$ cat config.mk
export PLATFORM = sky130hd
export DESIGN_NAME = bpb_ctrl
export DESIGN_NICKNAME = d
export VERILOG_FILES = /design/src/bpb_pkg.sv /design/src/bpb_ctrl.sv
export SDC_FILE = /design/constraint.sdc
export NUM_CORES = 1
export LEC_CHECK = 0
export ABC_AREA = 1
export BUFFER_PORTS_ARGS = -buffer_cell sky130_fd_sc_hd__buf_2
export CAP_MARGIN = 20
export CORE_AREA = 2 2 39 41
export DETAILED_ROUTE_END_ITERATION = 16
export DIE_AREA = 0 0 41 43
export PLACE_DENSITY = 0.49
export SKIP_CTS_REPAIR_TIMING = 1
export SYNTH_ARGS = -nofsm -noshare
export SYNTH_HDL_FRONTEND = slang
export SYNTH_SLANG_ARGS = --single-unit
$ cat constraint.sdc
create_clock -name i_clk -period 2.1 [get_ports i_clk]
set_input_delay 0.21 -clock i_clk [delete_from_list [all_inputs] [get_ports i_clk]]
set_output_delay 0.21 -clock i_clk [all_outputs]
set_load 0.03 [all_outputs]
$ cat src/bpb_pkg.sv
// Package: shared types and constants for the branch predictor with BTB
`default_nettype none
package bpb_pkg;
    localparam int LINES_LOG2  = 5;
    localparam int MAX_LINES   = 1 << LINES_LOG2;
    localparam int MAX_HISTORY = 8;
    localparam int ROW_SIZE    = 1 << MAX_HISTORY;
    localparam int TAG_BITS    = 30;
    localparam int LMEM_DEPTH  = MAX_LINES * ROW_SIZE;
    localparam int LMEM_AW     = LINES_LOG2 + MAX_HISTORY;

    localparam logic [2:0] CFG_LINES       = 3'd0;
    localparam logic [2:0] CFG_HISTORY     = 3'd1;
    localparam logic [2:0] CFG_TAG         = 3'd2;
    localparam logic [2:0] CFG_INIT        = 3'd3;
    localparam logic [2:0] CFG_GLOBAL_HIST = 3'd4;
    localparam logic [2:0] CFG_GLOBAL_TBL  = 3'd5;
    localparam logic [2:0] CFG_SHARE       = 3'd6;

    localparam logic [1:0] SM_PC2  = 2'd1;
    localparam logic [1:0] SM_PC16 = 2'd2;

    localparam logic KIND_UPDATE = 1'b1;

    localparam logic [1:0] CNT_SNT = 2'd0;
    localparam logic [1:0] CNT_WT  = 2'd2;
    localparam logic [1:0] CNT_ST  = 2'd3;

    typedef struct packed {
        logic        kind;
        logic [31:0] pc;
        logic [31:0] target_address;
        logic        taken;
        logic [31:0] predicted_address;
    } t_in_item;

    typedef struct packed {
        logic        predict_taken;
        logic [31:0] predicted_target;
        logic        flush;
        logic [31:0] branch_count;
        logic [31:0] flush_count;
    } t_out_item;

    typedef struct packed {
        logic accept;
        logic look;
        logic sweep;
        logic commit;
    } t_ctl_cmd;

    typedef struct packed {
        logic need_sweep;
        logic sweep_last;
        logic out_free;
    } t_ctl_sts;

    typedef enum logic [3:0] {
        S_IDLE  = 4'b0001,
        S_LOOK  = 4'b0010,
        S_SWEEP = 4'b0100,
        S_CALC  = 4'b1000
    } t_state;
endpackage
`default_nettype wire

$ cat src/bpb_ctrl.sv
// Controller: sequences lookup, row clear and commit of each transaction
`default_nettype none
module bpb_ctrl import bpb_pkg::*; (
    input  wire logic     i_clk,
    input  wire logic     i_rst_n,
    input  wire logic     i_in_valid,
    output logic          o_in_ready,
    input  wire t_ctl_sts i_sts,
    output t_ctl_cmd      o_cmd
);
    t_state r_state, n_state;

    always_ff @(posedge i_clk) begin
        if (!i_rst_n) begin
            r_state <= S_IDLE;
        end else begin
            r_state <= n_state;
        end
    end

    always_comb begin
        n_state    = r_state;
        o_cmd      = '0;
        o_in_ready = 1'b0;
        unique case (r_state)
            S_IDLE: begin
                o_in_ready = 1'b1;
                if (i_in_valid) begin
                    o_cmd.accept = 1'b1;
                    n_state      = S_LOOK;
                end
            end
            S_LOOK: begin
                o_cmd.look = 1'b1;
                n_state    = i_sts.need_sweep ? S_SWEEP : S_CALC;
            end
            S_SWEEP: begin
                o_cmd.sweep = 1'b1;
                if (i_sts.sweep_last) begin
                    n_state = S_CALC;
                end
            end
            S_CALC: begin
                if (i_sts.out_free) begin
                    o_cmd.commit = 1'b1;
                    n_state      = S_IDLE;
                end
            end
            default: n_state = S_IDLE;
        endcase
    end
endmodule
`default_nettype wire

==> results.tsv, run 1 <==
stage	metric	value	unit
status	status	finished, final reports clean	
setup_path	CP arrival	1.19	ns
logic_synthesis	Avg Inst Size Synth	6.14	sq um
logic_synthesis	Yosys reg bits	4	
floorplanning	Die Ht	43	microns
layout	Largest register FFs	4	
power_and_ir_drop	maximum VDD drop	219	uV
floorplanning	FP Rows	14	
layout	ant diodes	0	
routing	WL/cell	7.69	microns
global_routing	first-pass GRT wire length	1030	microns
layout	Largest Register	r_state	
logic_synthesis	Syn Inst Count	43	
clocking	CTS tree	yes	
setup_path	CP Launch Type	register	
layout	final std cells w/o fill	72	
setup_path	CP max FO	4	
routing	via total after detailed routing	285	
run	max cap viols	0	
layout	Final nets	64	
setup_path	CP endpoint kind	output port	
global_routing	total congestion overflow	0	
clocking	Worst-path clk slew	0.04	ns
floorplanning	Die ar.	1760	sq um
routing	Iter 0 DRT Violations	8	
power_and_ir_drop	switching power	109	uW
power_and_ir_drop	LEAKAGE	0.222	nW
floorplanning	Initial Util	19.1	%
clocking	CTS max path bufs	2	
power_and_ir_drop	sw frac	37.2	%
sta	Slew @ Worst Pin	0.171	ns
sta	Slew HR	88.6	%
floorplanning	Horiz. Die Dim	41	microns
routing	post-route ant nets	0	
layout	layout cells sized above 1	33.9	%
sta	setup violators final	0	
floorplanning	IO Count	11	
placement	post-DP HPWL	465	microns
power_and_ir_drop	Internal	185	uW
global_routing	largest net degree at the start of global routing	5	
logic_synthesis	Synth warnings	0	
sta	FMAX	713	MHz
sta	Final Hold Viols	0	
placement	dpl cells	69	
clocking	Root Buffer	clkbuf_4	
power_and_ir_drop	Flop pwr share	31.6	%
setup_path	Worst Path Required	1.89	ns
setup_path	R2R Setup Slk	1.05	ns
placement	PortBufs	10	
sta	RSZ-0062 raised after global routing	false	
sta	Setup Skew	0.000684	ns
sta	fin crit period	1.40	ns
logic_synthesis	register area share after synthesis	30.3	%
hold_path	Hold WC Path Type	primary input to register	
routing	Pre-Repair DR Iteration Count	4	
layout	commonest cells after routing, fill and taps aside	inv_1 (10), buf_2 (10), nor2_1 (9), nand2_1 (9), dfxtp_1 (4)	
layout	largest registers	r_state x4	
clocking	Clock Sinks	4	
global_routing	GRT Total Usage	9.15	%
power_and_ir_drop	Combinational Power Share	36.6	%
logic_synthesis	cell area after synthesis	264	sq um
sta	Tcrit/Tclk final	66.8	%
logic_synthesis	Cell variety after synth	11	
setup_path	Worst Setup Path Type	register to output port	
sta	Hold WS	0.188	ns
clocking	clock buffer count from CTS	3	
layout	final core utilization	25.8	%
layout	Area Growth Syn to Fin	35.1	%
sta	setup_tns	0	ns
routing	final WL	554	microns
power_and_ir_drop	clock network power share	31.8	%
clocking	H-Tree Depth	1	
routing	Vias/cell	3.96	
global_routing	initial antenna violation count	0	
global_routing	vias in the first global route	274	
clocking	Worst-Skew Late Latency	0.23	ns
routing	drc violations	0	
logic_synthesis	Syn Nets	49	
sta	max-slew violation count	0	
placement	GP Congestion	0.680	
floorplanning	CORE AREA	1380	sq um
power_and_ir_drop	Pwr per Cell Area	824	nW/um^2
## synthesized netlist by cell type, drive strengths merged
cell type	count	area share, %
nor3	1	1.9
inv	10	14
dfxtp	4	30
a21oi	1	1.9
nand3b	1	2.8
nand2	9	13
nand3	5	15
o21ai	1	3.3
nor2	11	18
## logic make-up after synthesis
family	count (synthesis)	synth area share, %
flops	4	30.3
compound gates	2	5.21
simple gates	27	50.2
buf+inv	10	14.2
## routing by layer
metal  track usage (%)  wire length (microns)  vias to the layer above
met5                 0                      0                        -
met4              10.0                      0                        0
met3              3.14                     34                        0
met2              12.5                    266                        6
met1              9.68                    253                      125
li1                  -                      -                      154
## worst paths after layout
| path | start | endpoint | cells past startpoint |
|---|---|---|---|
| min | i_rst_n | r_state[0]$_SDFFE_PN1P_ | 2 |
| min reg2reg | r_state[3]$_SDFFE_PN0P_ | r_state[3]$_SDFFE_PN0P_ | 4 |
| max | r_state[0]$_SDFFE_PN1P_ | o_cmd[3] | 5 |
| max reg2reg | r_state[2]$_SDFFE_PN0P_ | r_state[0]$_SDFFE_PN1P_ | 7 |
## stage by stage
stage                     area [sq um]  power, mW  setup slack [ns]
final                              357      0.294             0.697
after global routing               357      0.321             0.533
after CTS                          357      0.302             0.680
after detailed placement           334      0.203             0.947
after global placement             334      0.203             0.938
after floorplan                    264      0.176             0.853
## power by group through the flow
stage          registers, mW  logic, mW  clock network [mW]
3_5_place_dp          0.0940      0.109                   0
6_report              0.0929      0.107              0.0933
5_1_grt               0.0937      0.123               0.104
4_1_cts               0.0928      0.109               0.101
3_3_place_gp          0.0940      0.109                   0
2_1_floorplan         0.0930     0.0832                   0
## cell type report
cell class	count	area, sq um
inverters	10	37.5
well taps	16	20.0
multi-input cells	29	146
clock buffers	3	22.5
flip-flops and latches	4	80.1
repair buffers	10	50.0
fillers	170	1030
## worst max-delay path: stages, from the launching register on
cell and delay, ns:
dfxtp_1 0.33, inv_1 0.06, nor2_1 0.14, nand2_1 0.13, nor2_1 0.10, buf_2 0.20
Note: power is estimated with default switching activity, not from simulation.
==> inputs of run 2 (changes only) <==
Clock period 2.1 ns to 1.4 ns, I/O delays scaled along.
==> results.tsv, run 2 (synthesized netlist as in run 1, its figures left out) <==
stage	metric	value	unit	change
setup_path	CP arrival	1.16	ns	was 1.19 ns
floorplanning	CORE AREA	1380	sq um	unchanged
global_routing	vias in the first global route	269		was 274
global_routing	GR peak layer	met2		unchanged
power_and_ir_drop	power consumption	451	uW	was 294 uW
status	status	finished, final reports clean		unchanged
sta	Slew HR	87.3	%	was 88.6%
sta	fin crit period	1.30	ns	
routing	WL/cell	8.03	microns	was 7.69 microns
layout	most common cell after layout, fill and taps aside	inv_1		
layout	Final nets	64		unchanged
layout	Design Area, Final	364	sq um	was 357 sq um
power_and_ir_drop	maximum VDD drop	417	uV	was 219 uV
floorplanning	Die Ht	43	microns	unchanged
setup_path	CP Launch Type	register		unchanged
layout	largest registers	r_state x4		unchanged
layout	Area Growth Syn to Fin	37.9	%	was 35.1%
routing	Pre-Repair DR Iteration Count	4		unchanged
floorplanning	Initial Util	19.1	%	unchanged
setup_path	highest-delay cell along the critical path	dfxtp_1		unchanged
routing	Vias/cell	4.03		was 3.96
routing	via total after detailed routing	290		was 285
routing	Iter 0 DRT Violations	4		was 8
setup_path	crit-path max cell delay	0.33	ns	about the same
placement	GP Congestion	0.708		was 0.680
power_and_ir_drop	LEAKAGE	0.222	nW	about the same
run	max cap viols	0		unchanged
global_routing	largest net degree at the start of global routing	5		unchanged
sta	Hold WS	0.134	ns	was 0.188 ns
clocking	Worst-Skew Late Latency	0.24	ns	was 0.23 ns
global_routing	grt met2 use	10.9	%	was 12.5%
global_routing	grt met3 use	6.28	%	was 3.14%
floorplanning	Horiz. Die Dim	41	microns	unchanged
routing	final WL	578	microns	was 554 microns
global_routing	met1 usage	8.44	%	was 9.68%
clocking	Clock Sinks	4		unchanged
routing	post-route ant nets	0		unchanged
clocking	Worst-path clk slew	0.03	ns	was 0.04 ns
placement	post-DP HPWL	452	microns	was 465 microns
floorplanning	Die ar.	1760	sq um	unchanged
global_routing	first-pass GRT wire length	924	microns	was 1030 microns
clocking	Root Buffer	clkbuf_4		unchanged
global_routing	total congestion overflow	0		unchanged
placement	PortBufs	10		unchanged
setup_path	critical path, cell by cell	inv_1 > nor2_2 > nand2_1 > nor2_1 > buf_4		was inv_1 > nor2_1 > nand2_1 > nor2_1 > buf_2
setup_path	Worst Path Required	1.26	ns	was 1.89 ns
setup_path	Worst Setup Path Type	register to output port		unchanged
layout	layout cells sized above 1	35.7	%	was 33.9%
hold_path	Hold WC Path Type	primary input to register		unchanged
clocking	CTS tree	yes		unchanged
setup_path	CP endpoint kind	output port		unchanged
sta	FMAX	771	MHz	
sta	setup violators final	0		unchanged
layout	final core utilization	26.3	%	was 25.8%
layout	ant diodes	0		unchanged
setup_path	CP max FO	4		unchanged
global_routing	initial antenna violation count	0		unchanged
routing	drc violations	0		unchanged
clocking	clock buffer count from CTS	3		unchanged
floorplanning	IO Count	11		unchanged
sta	setup_tns	0	ns	unchanged
power_and_ir_drop	Pwr per Cell Area	1240	nW/um^2	was 824 nW/um^2
sta	Setup Skew	0.00255	ns	was 0.000684 ns
placement	cell area after placement	334	sq um	unchanged
layout	Largest register FFs	4		unchanged
layout	Largest Register	r_state		unchanged
sta	Final Hold Viols	0		unchanged
sta	Tcrit/Tclk final	92.6	%	
clocking	CTS max path bufs	2		unchanged
floorplanning	FP Rows	14		unchanged
global_routing	GRT Total Usage	8.56	%	was 9.15%
clocking	H-Tree Depth	1		unchanged
sta	Slew @ Worst Pin	0.190	ns	was 0.171 ns
sta	max-slew violation count	0		unchanged
layout	commonest cells after routing, fill and taps aside	inv_1 (10), nand2_1 (9), nor2_1 (8), buf_2 (8)		was inv_1 (10), buf_2 (10), nor2_1 (9), nand2_1 (9), dfxtp_1 (4)
run 2: report_power, final:
group	internal [mW]	leakage, nW	switching, mW
clock	0.0957	0.0138	0.0456
sequential	0.129	0.0329	0.0114
combinational	0.0570	0.176	0.113
total	0.281	0.222	0.170
run 2: layout make-up:
class	instances	area [sq um]
well taps	16	20.0
fillers	154	1020
repair buffers	10	55.1
inverters	10	37.5
multi-input cells	29	149
clock buffers	3	22.5
flip-flops and latches	4	80.1
run 2: path summary, 6_finish.rpt:
check | start | end | slack (ns) | depth (start not counted)
hold reg to reg | r_state[3]$_SDFFE_PN0P_ | r_state[3]$_SDFFE_PN0P_ | 0.57 | 4
setup reg to reg | r_state[0]$_SDFFE_PN1P_ | r_state[0]$_SDFFE_PN1P_ | 0.37 | 7
setup / recovery | r_state[0]$_SDFFE_PN1P_ | o_cmd[3] | 0.10 | 5
hold / removal | i_rst_n | r_state[0]$_SDFFE_PN1P_ | 0.13 | 2
run 2: stage by stage:
step	std cells	setup slack (ns)
detailed placement	69	0.319
finish	72	0.104
global route	72	-0.0220
CTS	72	0.0629
global placement	69	0.347
floorplan	43	0.223
run 2: metal layers:
metal	share of wire, %	vias up
li1	-	155
met1	47	122
met2	42	9
met3	8.0	4
met4	2.8	0
met5	0	-
run 2: critical path, delay by kind of cell, from the launching register on:
| family | cells | cell delay (ns) |
|---|---|---|
| and+or+nand+nor | 3 | 0.34 |
| buffers and inverters | 2 | 0.24 |
| DFF | 1 | 0.33 |
